File: src/rtl/core/ssdw_pkg.sv
`default_nettype none

package ssdw_pkg;

    localparam int QUEUE_DEPTH_DEFAULT = 2;

    // Request commands
    localparam logic [2:0] CMD_INT       = 3'd0;
    localparam logic [2:0] CMD_INT_POINT = 3'd1;
    localparam logic [2:0] CMD_TIME      = 3'd2;
    localparam logic [2:0] CMD_RAW       = 3'd3;
    localparam logic [2:0] CMD_COLON     = 3'd4;
    localparam logic [2:0] CMD_CLEAR     = 3'd5;

    // Digit codes beyond 0..9
    localparam logic [3:0] CODE_SPACE = 4'd10;
    localparam logic [3:0] CODE_MINUS = 4'd11;

    localparam logic [2:0] MAX_DIGITS        = 3'd4;
    localparam logic [2:0] DIGIT_COUNT_RESET = 3'd4;

    localparam logic [2:0] POS_COLON  = 3'd2;
    localparam logic [2:0] SLOT_LAST_DIGIT = 3'd3;
    localparam logic [2:0] SLOT_COLON = 3'd4;

    localparam logic [7:0] COLON_LIT     = 8'h02;
    localparam logic [7:0] RAW_COLON_LIT = 8'hFF;
    localparam logic [7:0] SEG_BLANK     = 8'h00;

    // floor(x / 10) = (x * RECIP_TEN) >> RECIP_TEN_SHIFT for x < 16384
    localparam logic [15:0] RECIP_TEN       = 16'hCCCD;
    localparam int          RECIP_TEN_SHIFT = 19;
    // floor(x / 10) = (x * RECIP_TEN_SMALL) >> 11 for x < 100
    localparam logic [7:0]  RECIP_TEN_SMALL = 8'd205;

    typedef struct packed {
        logic [2:0]         command;
        logic signed [15:0] value;
        logic [2:0]         point_position;
        logic [7:0]         left_pair;
        logic [7:0]         right_pair;
        logic [31:0]        raw_segments;
        logic               colon_on;
    } disp_req_t;

    typedef struct packed {
        logic [2:0] position;
        logic       write_needed;
        logic [3:0] register_address;
        logic [7:0] segments;
        logic       last;
        logic       in_range;
    } seg_write_t;

    // One classified request, ready for the writer
    typedef struct packed {
        logic [3:0][7:0] digit_seg;
        logic [7:0]      colon_seg;
        logic            has_digits;
        logic            has_colon;
        logic            in_range;
    } seg_job_t;

    typedef enum logic [1:0] {
        FR_IDLE,
        FR_REDUCE,
        FR_DIGIT,
        FR_ISSUE
    } front_state_t;

    function automatic logic [7:0] glyph(input logic [3:0] code);
        logic [7:0] pat;
        case (code)
            4'd0:       pat = 8'h3F;
            4'd1:       pat = 8'h06;
            4'd2:       pat = 8'h5B;
            4'd3:       pat = 8'h4F;
            4'd4:       pat = 8'h66;
            4'd5:       pat = 8'h6D;
            4'd6:       pat = 8'h7D;
            4'd7:       pat = 8'h07;
            4'd8:       pat = 8'h7F;
            4'd9:       pat = 8'h6F;
            CODE_MINUS: pat = 8'h40;
            default:    pat = SEG_BLANK;
        endcase
        return pat;
    endfunction

    function automatic logic [2:0] digit_position(input logic [1:0] slot);
        logic [2:0] pos;
        case (slot)
            2'd0:    pos = 3'd0;
            2'd1:    pos = 3'd1;
            2'd2:    pos = 3'd3;
            default: pos = 3'd4;
        endcase
        return pos;
    endfunction

endpackage

`default_nettype wire

File: src/rtl/core/ssdw_front.sv
`default_nettype none

module ssdw_front (
    input  wire logic                 aclk,
    input  wire logic                 aresetn,
    input  wire logic                 s_valid,
    output logic                      s_ready,
    input  ssdw_pkg::disp_req_t       s_data,
    input  wire logic [2:0]           digit_count,
    output logic                      job_push,
    output ssdw_pkg::seg_job_t        job,
    input  wire logic                 queue_full
);
    import ssdw_pkg::*;

    front_state_t state_reg, state_next;
    logic [1:0]   step_reg, step_next;

    disp_req_t       req_reg;
    logic            neg_reg;
    logic [15:0]     mag_reg;
    logic            inr_reg;
    logic [13:0]     x_reg;
    logic [6:0]      lmod_reg, rmod_reg;
    logic [3:0][3:0] digit_reg;

    logic        accept;
    logic        is_int;
    logic        is_time;
    logic        job_ok;
    logic        issue_done;

    logic        in_neg;
    logic [15:0] in_mag;
    logic        in_inr;

    logic [15:0] rem;
    logic [6:0]  lmod, rmod;

    logic [29:0] prod;
    logic [10:0] quot;
    logic [13:0] quot_ten;
    logic [13:0] dig_wide;
    logic [14:0] lprod, rprod;
    logic [3:0]  ltens, rtens;
    logic [6:0]  lones, rones;

    logic [2:0]  shown;
    logic [2:0]  lim;

    assign is_int  = (req_reg.command == CMD_INT) || (req_reg.command == CMD_INT_POINT);
    assign is_time = (req_reg.command == CMD_TIME);
    assign job_ok  = (req_reg.command <= CMD_CLEAR);

    assign issue_done = (state_reg == FR_ISSUE) && (!queue_full || !job_ok);
    assign s_ready    = (state_reg == FR_IDLE) || issue_done;
    assign accept     = s_valid && s_ready;
    assign job_push   = (state_reg == FR_ISSUE) && job_ok && !queue_full;

    // Accept-time classification
    always_comb begin
        in_neg = s_data.value[15];
        in_mag = in_neg ? 16'(~s_data.value + 16'd1) : s_data.value;
        case (s_data.command)
            CMD_INT, CMD_INT_POINT: begin
                in_inr = ($signed(s_data.value) > -16'sd1000) &&
                         ($signed(s_data.value) < 16'sd10000);
            end
            CMD_TIME: begin
                in_inr = (s_data.left_pair < 8'd100) && (s_data.right_pair < 8'd100);
            end
            default: begin
                in_inr = 1'b1;
            end
        endcase
    end

    // Magnitude mod 10000 and pairs mod 100
    always_comb begin
        if (mag_reg >= 16'd30000) begin
            rem = mag_reg - 16'd30000;
        end else if (mag_reg >= 16'd20000) begin
            rem = mag_reg - 16'd20000;
        end else if (mag_reg >= 16'd10000) begin
            rem = mag_reg - 16'd10000;
        end else begin
            rem = mag_reg;
        end
        if (req_reg.left_pair >= 8'd200) begin
            lmod = 7'(req_reg.left_pair - 8'd200);
        end else if (req_reg.left_pair >= 8'd100) begin
            lmod = 7'(req_reg.left_pair - 8'd100);
        end else begin
            lmod = 7'(req_reg.left_pair);
        end
        if (req_reg.right_pair >= 8'd200) begin
            rmod = 7'(req_reg.right_pair - 8'd200);
        end else if (req_reg.right_pair >= 8'd100) begin
            rmod = 7'(req_reg.right_pair - 8'd100);
        end else begin
            rmod = 7'(req_reg.right_pair);
        end
    end

    // One digit per divide step (two on the last); pairs split into tens/ones
    assign prod     = 30'(x_reg) * 30'(RECIP_TEN);
    assign quot     = prod[29:RECIP_TEN_SHIFT];
    assign quot_ten = 14'(quot) * 14'd10;
    assign dig_wide = x_reg - quot_ten;

    assign lprod = 15'(lmod_reg) * 15'(RECIP_TEN_SMALL);
    assign rprod = 15'(rmod_reg) * 15'(RECIP_TEN_SMALL);
    assign ltens = lprod[14:11];
    assign rtens = rprod[14:11];
    assign lones = lmod_reg - 7'(7'(ltens) * 7'd10);
    assign rones = rmod_reg - 7'(7'(rtens) * 7'd10);

    always_comb begin
        state_next = state_reg;
        step_next  = step_reg;
        case (state_reg)
            FR_IDLE: begin
                if (accept) begin
                    state_next = FR_REDUCE;
                end
            end
            FR_REDUCE: begin
                step_next = 2'd0;
                if (is_int || is_time) begin
                    state_next = FR_DIGIT;
                end else begin
                    state_next = FR_ISSUE;
                end
            end
            FR_DIGIT: begin
                step_next = step_reg + 2'd1;
                if (is_int && (step_reg != 2'd2)) begin
                    state_next = FR_DIGIT;
                end else begin
                    state_next = FR_ISSUE;
                end
            end
            FR_ISSUE: begin
                if (issue_done) begin
                    state_next = accept ? FR_REDUCE : FR_IDLE;
                end
            end
            default: begin
                state_next = FR_IDLE;
            end
        endcase
    end

    always_ff @(posedge aclk) begin
        if (!aresetn) begin
            state_reg <= FR_IDLE;
            step_reg  <= 2'd0;
        end else begin
            state_reg <= state_next;
            step_reg  <= step_next;
        end
    end

    always_ff @(posedge aclk) begin
        if (accept) begin
            req_reg <= s_data;
            neg_reg <= in_neg;
            mag_reg <= in_mag;
            inr_reg <= in_inr;
        end
        if (state_reg == FR_REDUCE) begin
            x_reg    <= rem[13:0];
            lmod_reg <= lmod;
            rmod_reg <= rmod;
        end
        if (state_reg == FR_DIGIT) begin
            if (is_int) begin
                digit_reg[2'd3 - step_reg] <= dig_wide[3:0];
                x_reg                      <= 14'(quot);
                if (step_reg == 2'd2) begin
                    digit_reg[0] <= quot[3:0];
                end
            end else begin
                digit_reg[0] <= ltens;
                digit_reg[1] <= lones[3:0];
                digit_reg[2] <= rtens;
                digit_reg[3] <= rones[3:0];
            end
        end
    end

    // Build the patterns of the classified request
    always_comb begin
        logic [3:0][3:0] codes;
        logic            run;
        logic [2:0]      nblank;
        logic [1:0]      minus_at;
        logic [7:0]      gpat;

        shown    = (digit_count > MAX_DIGITS) ? MAX_DIGITS : digit_count;
        lim      = MAX_DIGITS - shown;
        codes    = digit_reg;
        run      = 1'b1;
        nblank   = 3'd0;
        minus_at = 2'd0;
        gpat     = SEG_BLANK;

        if (is_int && neg_reg) begin
            if (shown >= 3'd3) begin
                codes[0] = CODE_MINUS;
            end else begin
                run    = 1'b1;
                nblank = 3'd0;
                for (int i = 0; i < 4; i++) begin
                    if (run && (3'(i) < lim) && (codes[i] == 4'd0)) begin
                        codes[i] = CODE_SPACE;
                        nblank   = nblank + 3'd1;
                    end else begin
                        run = 1'b0;
                    end
                end
                // minus takes the last blank, or digit 0 when nothing blanked
                minus_at = (nblank == 3'd0) ? 2'd0 : 2'(nblank - 3'd1);
                codes[minus_at] = CODE_MINUS;
            end
        end

        if ((req_reg.command == CMD_INT) || is_time) begin
            run = 1'b1;
            for (int i = 0; i < 4; i++) begin
                if (run && (3'(i) < lim) && (codes[i] == 4'd0)) begin
                    codes[i] = CODE_SPACE;
                end else begin
                    run = 1'b0;
                end
            end
        end

        job.in_range   = inr_reg;
        job.has_digits = (req_reg.command != CMD_COLON);
        job.has_colon  = req_reg.command inside {CMD_TIME, CMD_RAW, CMD_COLON, CMD_CLEAR};

        for (int i = 0; i < 4; i++) begin
            gpat = glyph(codes[i]);
            case (req_reg.command)
                CMD_RAW: begin
                    job.digit_seg[i] = req_reg.raw_segments[8*i +: 8];
                end
                CMD_CLEAR: begin
                    job.digit_seg[i] = SEG_BLANK;
                end
                CMD_INT_POINT: begin
                    job.digit_seg[i] = {req_reg.point_position == 3'(i), gpat[6:0]};
                end
                default: begin
                    job.digit_seg[i] = gpat;
                end
            endcase
        end

        case (req_reg.command)
            CMD_TIME, CMD_COLON: begin
                job.colon_seg = req_reg.colon_on ? COLON_LIT : SEG_BLANK;
            end
            CMD_RAW: begin
                job.colon_seg = req_reg.colon_on ? RAW_COLON_LIT : SEG_BLANK;
            end
            default: begin
                job.colon_seg = SEG_BLANK;
            end
        endcase
    end

    ast_digit_only_numeric: assert property (@(posedge aclk) disable iff (!aresetn)
        (state_reg == FR_DIGIT) |-> (is_int || is_time))
        else $error("digit step on a command without digits");

    ast_time_one_step: assert property (@(posedge aclk) disable iff (!aresetn)
        (state_reg == FR_DIGIT) && is_time |=> (state_reg == FR_ISSUE))
        else $error("time request spent more than one digit step");

    ast_int_three_steps: assert property (@(posedge aclk) disable iff (!aresetn)
        (state_reg == FR_ISSUE) && is_int && $past(state_reg == FR_DIGIT)
            |-> $past(step_reg == 2'd2))
        else $error("integer request left the digit loop early");

endmodule

`default_nettype wire

File: src/rtl/core/ssdw_queue.sv
`default_nettype none

module ssdw_queue #(
    parameter int DEPTH = ssdw_pkg::QUEUE_DEPTH_DEFAULT
) (
    input  wire logic            aclk,
    input  wire logic            aresetn,
    input  wire logic            push,
    input  ssdw_pkg::seg_job_t   push_data,
    output logic                 full,
    input  wire logic            pop,
    output logic                 head_valid,
    output ssdw_pkg::seg_job_t   head
);
    import ssdw_pkg::*;

    localparam int PTR_W = (DEPTH > 1) ? $clog2(DEPTH) : 1;
    localparam int CNT_W = $clog2(DEPTH + 1);

    seg_job_t         entry_reg [DEPTH];
    logic [PTR_W-1:0] wr_ptr_reg, wr_ptr_next;
    logic [PTR_W-1:0] rd_ptr_reg, rd_ptr_next;
    logic [CNT_W-1:0] count_reg, count_next;

    assign full       = (count_reg == CNT_W'(DEPTH));
    assign head_valid = (count_reg != '0);
    assign head       = entry_reg[rd_ptr_reg];

    always_comb begin
        wr_ptr_next = wr_ptr_reg;
        rd_ptr_next = rd_ptr_reg;
        count_next  = count_reg;
        if (push) begin
            wr_ptr_next = (wr_ptr_reg == PTR_W'(DEPTH - 1)) ? '0 : wr_ptr_reg + 1'b1;
        end
        if (pop) begin
            rd_ptr_next = (rd_ptr_reg == PTR_W'(DEPTH - 1)) ? '0 : rd_ptr_reg + 1'b1;
        end
        if (push && !pop) begin
            count_next = count_reg + 1'b1;
        end else if (pop && !push) begin
            count_next = count_reg - 1'b1;
        end
    end

    always_ff @(posedge aclk) begin
        if (!aresetn) begin
            wr_ptr_reg <= '0;
            rd_ptr_reg <= '0;
            count_reg  <= '0;
        end else begin
            wr_ptr_reg <= wr_ptr_next;
            rd_ptr_reg <= rd_ptr_next;
            count_reg  <= count_next;
        end
    end

    always_ff @(posedge aclk) begin
        if (push) begin
            entry_reg[wr_ptr_reg] <= push_data;
        end
    end

    ast_no_overflow: assert property (@(posedge aclk) disable iff (!aresetn)
        push |-> !full)
        else $error("push into a full queue");

    ast_no_underflow: assert property (@(posedge aclk) disable iff (!aresetn)
        pop |-> head_valid)
        else $error("pop from an empty queue");

    ast_count_bound: assert property (@(posedge aclk) disable iff (!aresetn)
        count_reg <= CNT_W'(DEPTH))
        else $error("queue count beyond depth");

endmodule

`default_nettype wire

File: src/rtl/core/ssdw_back.sv
`default_nettype none

module ssdw_back (
    input  wire logic             aclk,
    input  wire logic             aresetn,
    input  wire logic             head_valid,
    input  ssdw_pkg::seg_job_t    head,
    output logic                  pop,
    output logic                  m_valid,
    input  wire logic             m_ready,
    output ssdw_pkg::seg_write_t  m_data
);
    import ssdw_pkg::*;

    logic       busy_reg, busy_next;
    logic [2:0] slot_reg, slot_next;
    logic       m_valid_reg, m_valid_next;
    seg_job_t   job_reg;
    seg_write_t m_data_reg;
    logic [7:0] cache_reg [5];
    logic [4:0] cache_valid_reg;

    logic       out_free;
    logic       emit;
    logic       emit_last;
    logic [2:0] emit_pos;
    logic [7:0] emit_seg;
    logic       emit_need;

    assign out_free = !m_valid_reg || m_ready;
    assign emit     = busy_reg && out_free;

    always_comb begin
        if (slot_reg == SLOT_COLON) begin
            emit_pos = POS_COLON;
            emit_seg = job_reg.colon_seg;
        end else begin
            emit_pos = digit_position(slot_reg[1:0]);
            emit_seg = job_reg.digit_seg[slot_reg[1:0]];
        end
        emit_last = (slot_reg == SLOT_COLON) ||
                    ((slot_reg == SLOT_LAST_DIGIT) && !job_reg.has_colon);
        emit_need = !cache_valid_reg[emit_pos] || (cache_reg[emit_pos] != emit_seg);
    end

    // Take the next job when idle or while the last word of this one goes out
    assign pop = head_valid && (!busy_reg || (emit && emit_last));

    always_comb begin
        busy_next    = busy_reg;
        slot_next    = slot_reg;
        m_valid_next = m_valid_reg;
        if (m_ready) begin
            m_valid_next = 1'b0;
        end
        if (emit) begin
            m_valid_next = 1'b1;
            if (emit_last) begin
                busy_next = 1'b0;
            end else if (slot_reg == SLOT_LAST_DIGIT) begin
                slot_next = SLOT_COLON;
            end else begin
                slot_next = slot_reg + 3'd1;
            end
        end
        if (pop) begin
            busy_next = 1'b1;
            slot_next = head.has_digits ? 3'd0 : SLOT_COLON;
        end
    end

    always_ff @(posedge aclk) begin
        if (!aresetn) begin
            busy_reg        <= 1'b0;
            slot_reg        <= 3'd0;
            m_valid_reg     <= 1'b0;
            cache_valid_reg <= '0;
        end else begin
            busy_reg    <= busy_next;
            slot_reg    <= slot_next;
            m_valid_reg <= m_valid_next;
            if (emit) begin
                cache_valid_reg[emit_pos] <= 1'b1;
            end
        end
    end

    always_ff @(posedge aclk) begin
        if (pop) begin
            job_reg <= head;
        end
        if (emit) begin
            cache_reg[emit_pos]         <= emit_seg;
            m_data_reg.position         <= emit_pos;
            m_data_reg.write_needed     <= emit_need;
            m_data_reg.register_address <= {emit_pos, 1'b0};
            m_data_reg.segments         <= emit_seg;
            m_data_reg.last             <= emit_last;
            m_data_reg.in_range         <= job_reg.in_range;
        end
    end

    assign m_valid = m_valid_reg;
    assign m_data  = m_data_reg;

    ast_stay_busy: assert property (@(posedge aclk) disable iff (!aresetn)
        emit && !emit_last |=> busy_reg)
        else $error("job dropped before its last word");

    ast_cache_marked: assert property (@(posedge aclk) disable iff (!aresetn)
        emit |=> cache_valid_reg[$past(emit_pos)])
        else $error("written position not marked in cache");

    ast_slot_bound: assert property (@(posedge aclk) disable iff (!aresetn)
        busy_reg |-> (slot_reg <= SLOT_COLON))
        else $error("slot beyond the colon position");

endmodule

`default_nettype wire

File: src/rtl/core/seven_segment_display_writer.sv
`default_nettype none

// Display writer for a four-digit seven-segment display with a colon.
// Input channel s_valid/s_ready/s_data carries one request word: integer,
// integer with point, time, raw patterns, colon only or clear. The result
// channel m_valid/m_ready/m_data carries one word per touched position
// (digits 0,1,3,4, then the colon), with write_needed set where the pattern
// differs from the cached one; last marks the final word of a request.
// cfg_wr_en/cfg_wr_data set the digit count; write it only while idle.
// From acceptance a request passes the classifier states reduce, digit
// (integer and time only) and issue, then the job queue, then the output
// register. The output port sends one word per cycle while the receiver
// takes each word; a request takes 4 or 5 words, 1 for colon only. The
// classifier spends one reduction, three divide-by-ten steps and issue on an
// integer request, one digit step on a time request and none otherwise, and
// takes a new request only as it issues the last one. A small job queue sits between classifier and writer.
// Reset empties the queue, invalidates the pattern cache (so the first
// write to each position is always flagged) and sets the digit count to 4.
// When the receiver stalls, the output word holds, the queue fills and
// s_ready drops; nothing is lost.
module seven_segment_display_writer #(
    parameter int QUEUE_DEPTH = ssdw_pkg::QUEUE_DEPTH_DEFAULT
) (
    input  wire logic             aclk,
    input  wire logic             aresetn,
    input  wire logic             s_valid,
    output logic                  s_ready,
    input  ssdw_pkg::disp_req_t   s_data,
    output logic                  m_valid,
    input  wire logic             m_ready,
    output ssdw_pkg::seg_write_t  m_data,
    input  wire logic             cfg_wr_en,
    input  wire logic [2:0]       cfg_wr_data
);
    import ssdw_pkg::*;

    logic [2:0] digit_count_reg;

    logic       job_push;
    seg_job_t   job;
    logic       queue_full;
    logic       job_pop;
    logic       head_valid;
    seg_job_t   head;

    always_ff @(posedge aclk) begin
        if (!aresetn) begin
            digit_count_reg <= DIGIT_COUNT_RESET;
        end else if (cfg_wr_en) begin
            digit_count_reg <= cfg_wr_data;
        end
    end

    ssdw_front u_front (
        .aclk        (aclk),
        .aresetn     (aresetn),
        .s_valid     (s_valid),
        .s_ready     (s_ready),
        .s_data      (s_data),
        .digit_count (digit_count_reg),
        .job_push    (job_push),
        .job         (job),
        .queue_full  (queue_full)
    );

    ssdw_queue #(
        .DEPTH (QUEUE_DEPTH)
    ) u_queue (
        .aclk       (aclk),
        .aresetn    (aresetn),
        .push       (job_push),
        .push_data  (job),
        .full       (queue_full),
        .pop        (job_pop),
        .head_valid (head_valid),
        .head       (head)
    );

    ssdw_back u_back (
        .aclk       (aclk),
        .aresetn    (aresetn),
        .head_valid (head_valid),
        .head       (head),
        .pop        (job_pop),
        .m_valid    (m_valid),
        .m_ready    (m_ready),
        .m_data     (m_data)
    );

endmodule

`default_nettype wire
File: config.mk
export PLATFORM = sky130hd
export DESIGN_NAME = seven_segment_display_writer
export DESIGN_NICKNAME = d
export VERILOG_FILES = /design/src/rtl/core/ssdw_pkg.sv /design/src/rtl/core/ssdw_front.sv /design/src/rtl/core/ssdw_queue.sv /design/src/rtl/core/ssdw_back.sv /design/src/rtl/core/seven_segment_display_writer.sv
export SDC_FILE = /design/constraint.sdc
export NUM_CORES = 1
export LEC_CHECK = 0
export ABC_AREA = 0
export BUFFER_PORTS_ARGS = -buffer_cell sky130_fd_sc_hd__clkbuf_2
export CAP_MARGIN = 30
export CORE_ASPECT_RATIO = 1.4
export CORE_MARGIN = 1.5
export CORE_UTILIZATION = 45
export CTS_CLUSTER_DIAMETER = 80
export CTS_CLUSTER_SIZE = 8
export DETAILED_ROUTE_END_ITERATION = 12
export GPL_TIMING_DRIVEN = 0
export PLACE_DENSITY = 0.73
export REMOVE_ABC_BUFFERS = 1
export SLEW_MARGIN = 5
export SYNTH_ARGS = -nofsm -noshare
export SYNTH_HDL_FRONTEND = slang
export SYNTH_HIERARCHICAL = 1
export SYNTH_SLANG_ARGS = --single-unit
export TNS_END_PERCENT = 10
File: constraint.sdc
create_clock -name aclk -period 8.5 [get_ports aclk]
set_input_delay 0 -clock aclk [delete_from_list [all_inputs] [get_ports aclk]]
set_output_delay 0 -clock aclk [all_outputs]
set_load 0.01 [all_outputs]
Word-level counts from Yosys, hierarchy flattened
Memories as Yosys holds them, arrays and structs flattened. A register that Yosys moved wholly into a read port is not among the register bits.
Index checks and enable logic that the tools add are counted.
{"block": "totals", "register_bits": 194, "latchBits": 0, "ram_bits": 126, "rom_bits": 448, "inputBits": 79, "out_inout_bits": 20, "n_memories": 6}
{"name": "(no name shown)", "words": 16, "width": 7, "rd": 1, "rd_clocked_by_memory_dff": 0, "wr": 0, "line_no": "ssdw_pkg.sv:73", "source": "case (code)"}
{"name": "(no name shown)", "words": 16, "width": 7, "rd": 1, "rd_clocked_by_memory_dff": 0, "wr": 0, "line_no": "ssdw_pkg.sv:73"}
{"name": "(no name shown)", "words": 16, "width": 7, "rd": 1, "rd_clocked_by_memory_dff": 0, "wr": 0, "line_no": "ssdw_pkg.sv:73"}
{"name": "(no name shown)", "words": 16, "width": 7, "rd": 1, "rd_clocked_by_memory_dff": 0, "wr": 0, "line_no": "ssdw_pkg.sv:73"}
{"name": "u_queue.entry_reg", "words": 2, "width": 43, "rd": 1, "rd_clocked_by_memory_dff": 1, "wr": 1, "line_no": "ssdw_queue.sv:20", "source": "seg_job_t entry_reg [DEPTH];"}
{"name": "u_back.cache_reg", "words": 5, "width": 8, "rd": 1, "rd_clocked_by_memory_dff": 0, "wr": 1, "line_no": "ssdw_back.sv:20", "source": "logic [7:0] cache_reg [5];"}
{"block": "classes", "n_addsub": 23, "mul": 6, "n_div": 0, "n_lt_le_gt_ge": 25, "eq_ne": 25, "n_shift": 0, "mux": 111, "bitwise": 5, "reduce_logical": 74}
{"operator": "8-bit case mux with 3 select lines", "count": 4}
{"operator": "14-bit 2-to-1 mux", "count": 6}
{"operator": "4-bit 2-to-1 mux", "count": 20}
{"operator": "3-bit 2-to-1 mux", "count": 18}
{"operator": "16-bit 2-to-1 mux", "count": 3}
{"operator": "1-bit 2-to-1 mux", "count": 34}
{"operator": "16-bit by 15-bit greater-or-equal comparator with 1-bit output, second input constant", "count": 2}
{"operator": "4-bit zero test", "count": 8}
{"operator": "1-bit logical AND", "count": 31}
{"operator": "14-bit by 16-bit multiplier with 30-bit output, second input constant", "count": 1}
{"operator": "7-bit by 8-bit multiplier with 15-bit output, second input constant", "count": 2}
{"operator": "7-bit 2-to-1 mux", "count": 4}
{"operator": "14-bit subtractor, second input constant", "count": 2}
{"operator": "7-bit subtractor, second input constant", "count": 4}
{"operator": "8-bit 2-to-1 mux", "count": 3}
{"operator": "3-bit by 2-bit == test with 1-bit output, second input constant", "count": 6}
{"operator": "16-bit by 1-bit adder with 16-bit output, second input constant", "count": 1}
{"operator": "8-bit binary-select mux with 2-bit select", "count": 1}
{"operator": "16-bit bitwise mux", "count": 1}
{"operator": "4-bit demux with 2-bit select", "count": 2}
{"operator": "16-bit by 14-bit greater-or-equal comparator with 1-bit output, second input constant", "count": 1}
{"operator": "8-bit by 7-bit greater-or-equal comparator with 1-bit output, second input constant", "count": 2}
{"operator": "8-bit greater-or-equal comparator, second input constant", "count": 2}
{"operator": "16-bit by 11-bit greater-than comparator with 1-bit output, second input constant", "count": 1}
{"operator": "52 further kinds", "count": 110}

Logic depth before layout (Yosys ltp)
An unclocked memory read counts as a cell.
{"block": "logic_depth", "depth_word": 51, "depth_mapped": 23, "mapped_depth_nobuf": 23}

By module
Netlist, hierarchy kept.
{"module": "ssdw_front", "instances": 1, "cells_each": 1208, "area_each_um2": 12263.0}
{"module": "ssdw_back", "instances": 1, "cells_each": 213, "area_each_um2": 4167.7}
{"module": "ssdw_queue", "instances": 1, "cells_each": 156, "area_each_um2": 3323.2}
{"module": "seven_segment_display_writer", "instances": 1, "cells_each": 9, "area_each_um2": 106.4}

Worst setup path before layout
OpenSTA, ideal clock, no wires.
{"block": "synth_timing", "path_kind": "register -> register", "from": "reg u_front.x_reg[6]", "to": "reg u_front/digit_reg[11] (netlist name), data pin", "setup_time_ps": 272, "t_arrival_ps": 5573, "required_time_ps": 8228, "setup_slack_ps": 2655, "path_stages_with_launch": 21, "path_buffers": 0, "period_less_slack_ps": 5845, "cell_sequence": "dfxtp_1 inv_1 ha_1 fa_1 inv_1 fa_1 fa_1 fa_1 fa_1 ha_1 a21o_1 a21oi_1 a21oi_1 o31ai_1 inv_1 ha_1 fa_1 xnor2_1 xnor2_1 xnor2_1 o22ai_1"}
{"block": "synth_via", "elab_chain_len": 5}
{"element": "from (decl)", "line_no": "ssdw_front.sv:23", "source": "logic [13:0] x_reg;"}
{"element": "from (signal assigned)", "line_no": "ssdw_front.sv:172", "source": "x_reg <= rem[13:0];"}
{"element": "from (signal assigned)", "line_no": "ssdw_front.sv:179", "source": "x_reg <= 14'(quot);"}
{"element": "14-bit by 16-bit multiplier with 30-bit output", "line_no": "ssdw_front.sv:106", "source": "assign prod = 30'(x_reg) * 30'(RECIP_TEN);"}
{"element": "11-bit by 3-bit multiplier with 3-bit output", "line_no": "ssdw_front.sv:108", "source": "assign quot_ten = 14'(quot) * 14'd10;"}
{"element": "4-bit subtractor", "line_no": "ssdw_front.sv:109", "source": "assign dig_wide = x_reg - quot_ten;"}
{"element": "16-bit bitwise mux", "line_no": "ssdw_front.sv:178", "source": "digit_reg[2'd3 - step_reg] <= dig_wide[3:0];"}
{"element": "16-bit 2-to-1 mux", "line_no": "ssdw_front.sv:177", "source": "if (is_int) begin"}
{"element": "to (signal, indexed assignment)", "line_no": "ssdw_front.sv:178"}
{"element": "to (decl)", "line_no": "ssdw_front.sv:25", "source": "logic [3:0][3:0] digit_reg;"}
Every way passes these cells.
A chain may end at the register's enable or synchronous reset.

Final worst setup path
{"block": "layout_timing", "from": "reg u_front.x_reg[12]", "to": "reg u_front/digit_reg[11] (netlist name), data pin"}
The elaborated chain is that of the path after synthesis.

==> flow_results.org <==
** STA
- Max Freq :: 146 MHz
- Unrepaired setup endpoints after global routing :: false
- Subtracting the final worst setup slack from the clock period gives just under 7 ns.
- Setup violations remaining at the end of the flow were counted as 0.
- Post-route clock skew :: about 0.019 ns
- Sum Neg Setup Slack :: 0 ns
- Period Utilization, post-route :: between 80% and 90%
- Final Hold Violating Endpoints :: 0
- Headroom to the max-slew limit came out at 39.7%.
- Max-slew violations :: 0
- At the pin with the least slew margin, the transition time is about 0.91 ns.

** Clock network
- CTS built an H-tree with a depth of 2.
- The number of clock buffers added by TritonCTS is 47.
- TritonCTS built the clock tree.
- Cell chosen for the clock root :: clkbuf_16
- Count of cells resized by post-cts repair :: 0
- After clock tree synthesis, the clock-pin slew on the worst setup and hold paths is 0.06 ns.
- TritonCTS sink count :: between 300 and 400
- Maximum clock path buffer count :: 3
- Worst skew pair latency :: ~0.56 ns

** Drt
- The first routing iteration left between 500 and 600 violations.
- Mean number of vias per cell :: between 5 and 6
- Number of vias in the routed layout :: about 13000
- After detailed routing, the total wire length is about 43 mm.
- The first detailed-routing pass took 5 iterations.
- The count of nets left with antenna violations once routing finished came out at 0.
- Mean routed wirelength per cell :: about 18 um
- DRC errors left :: 0

** Setup path
- Worst setup SP type :: flip-flop
- Critical Path Fanout Max :: 5
- Startpoint-to-endpoint class of the critical path :: flip-flop to flip-flop
- Arrival time of the worst setup path :: a little over 7 ns
- STA puts the critical path data required time at slightly below 9 ns.
- Critical Path End Type :: flip-flop

** Logic synthesis
- Count of unique library cells instantiated by Yosys :: 92
- Number of enable flip-flop cells after synthesis :: roughly 290
- Share of synthesized registers carrying an async set or reset :: 0%
- Among all flip-flop cells after synthesis, the most frequent one is edfxtp_1.
- The cell count after synthesis came out at 1586.
- Seq/Total Area, Yosys :: a little under half
- Dividing the synthesized area by the synthesized cell count gives around 13 sq um.
- Count of yosys warnings during synthesis :: 6
- Summed instance area of the synthesized netlist :: between 15000 and 20000 sq um
- After synthesis the netlist holds a flip-flop and latch count of around 320.

** Worst hold path
- In this run the worst hold path is classified as input pin to flip-flop.

** Floorplanning
- The initial utilization of the core area, before any placement, comes to ~46%.
- Count of pins on the block boundary :: 99
- Die Wd :: between 150 and 200 um
- The floorplan step defined a core boundary enclosing ~43000 sq um.
- Vertical die dimension :: roughly 250 um
- Row count :: 90
- Die area :: 45400 sq um

** Final layout
- Most common library cell in the layout ignoring fill and taps :: edfxtp_1
- Flip-flop count of the largest register after layout :: 86
- The final layout contains approximately 2200 nets.
- Area growth from synthesis to layout :: 16.7%
- The number of antenna diodes in the final layout is 0.
- Proportion of layout cells with a drive suffix above 1 :: 14.5%
- Most frequent cells in the layout :: 285 x edfxtp_1, 231 x ha_1, 176 x inv_1

** Placed design
- Placed wire-length estimate after detailed placement :: approximately 32 mm
- Gp weighted congestion :: 0.908
- Number of buffer cells added on primary ports :: 97

** Global route
- Global-route congestion overflow total :: 0
- First-pass GRT wire length :: just under 70 mm
- Total GRT Usage :: roughly a fifth
- Number of global-route vias before repair :: around 14000
- Antenna violations before repair :: 1
- Entering global routing, the biggest net connects between 50 and 60 pins.

** Flow run
- Max-cap violations in this run came to 0.

** Status
- Run status :: finished, final reports clean
-- routing by layer --
metal | part of all wire (%) | vias to the layer above | global-route usage [%]
li1 | - | 6179 | -
met1 | 36 | 6279 | 18.7
met2 | 56 | 278 | 39.2
met3 | 3.3 | 114 | 2.71
met4 | 4.3 | 0 | 8.91
met5 | 0 | - | 0
-- what timing repair did --
action                    4_1_cts  5_1_grt
hold endpoints to repair       77        0
buffers inserted                0        0
hold buffers                   89        0
-- synth_stat cells, drive strengths merged (5+ instances only) --
cell | instances | share of area [%]
o21ai | 69 | 1.7
a31oi | 11 | 0.49
xor2 | 17 | 0.79
o22ai | 9 | 0.28
buf | 28 | 1.2
nor4 | 13 | 0.44
mux2 | 53 | 3.0
nand3 | 27 | 0.68
clkbuf | 16 | 0.36
nor2b | 16 | 0.50
xnor2 | 47 | 2.1
nand2 | 100 | 1.9
mux4 | 16 | 1.9
a22o | 6 | 0.26
o2bb2ai | 5 | 0.25
a21o | 11 | 0.42
a311oi | 5 | 0.22
o2111ai | 7 | 0.31
mux2i | 24 | 1.2
dfxtp | 36 | 3.6
o31ai | 10 | 0.40
ha | 232 | 15
nand2b | 9 | 0.28
nor2 | 53 | 1.0
inv | 177 | 3.3
nand4 | 6 | 0.19
or4 | 9 | 0.38
a21oi | 41 | 1.0
a32oi | 6 | 0.26
and3 | 15 | 0.47
edfxtp | 285 | 43
o21bai | 6 | 0.25
or2 | 9 | 0.28
fa | 73 | 7.4
o21a | 11 | 0.42
a221o | 5 | 0.25
and2 | 16 | 0.52
a21boi | 9 | 0.34
or3 | 14 | 0.44
a211oi | 11 | 0.44
o211ai | 8 | 0.30
nor3 | 13 | 0.33
-- through the flow --
| stage | instances | area [sq um] | hold WS (ns) | setup WS [ns] | utilization (%) |
|---|---|---|---|---|---|
| after floorplan | 1542 | 19500 | 0.0619 | 2.65 | - |
| after global placement | 2191 | 20700 | 0.179 | 1.72 | 47.8 |
| after detailed placement | 2203 | 20900 | 0.179 | 1.64 | 48.3 |
| after CTS | 2367 | 23200 | 0.00801 | 1.60 | 53.5 |
| after global routing | 2367 | 23200 | 0.0172 | 1.36 | 53.5 |
| final | 2367 | 23200 | 0.0323 | 1.67 | 53.5 |
-- layout make-up --
class | instances | area, sq um
multi-input combinational | 1043 | 9620
fill | 3546 | 20200
tap | 552 | 691
clock buffer | 69 | 1280
inverter | 178 | 668
timing repair buffer | 198 | 1550
clock inverter | 6 | 93.8
sequential | 321 | 9280
-- final timing paths --
check,start,endpoint,slack [ns],cells past startpoint
worst max-delay path,u_front/x_reg[12],u_front/digit_reg[11],1.67,20
worst min register to register,u_back/job_reg[0],u_back/m_data[0],0.43,0
worst min-delay path,s_valid,u_front/state_reg[1],0.03,4
worst max register to register,u_front/x_reg[12],u_front/digit_reg[11],1.67,20
-- cell families (layout without fill, tap and decap cells) --
| logic type | count (synthesis) | count (layout) | share of synthesized area (%) |
|---|---|---|---|
| fa+ha+maj | 305 | 305 | 22.0 |
| compound gates | 263 | 263 | 9.17 |
| buf+inv | 222 | 451 | 4.97 |
| flops | 321 | 321 | 46.7 |
| other cells | 1 | 1 | 0.0189 |
| xor+xnor | 64 | 64 | 2.86 |
| mux | 93 | 93 | 6.12 |
| simple gates | 317 | 317 | 8.16 |
-- critical path: stages (launching register included) --
cell and delay [ns]:
dfxtp_1 0.52, ha_1 0.35, inv_1 0.10, fa_1 0.45, fa_1 0.52, inv_1 0.06, fa_1 0.48, fa_1 0.55
fa_1 0.42, ha_1 0.33, a21o_1 0.16, a21oi_1 0.27, a21oi_1 0.11, o31ai_1 0.59, inv_1 0.10, ha_1 0.23
fa_1 0.38, xnor2_1 0.15, xnor2_1 0.14, xnor2_1 0.47, o22ai_1 0.16
Power is left out: the tool's default activity adds up to more than one toggle a clock period on the data nets, which glitch-free logic cannot reach.
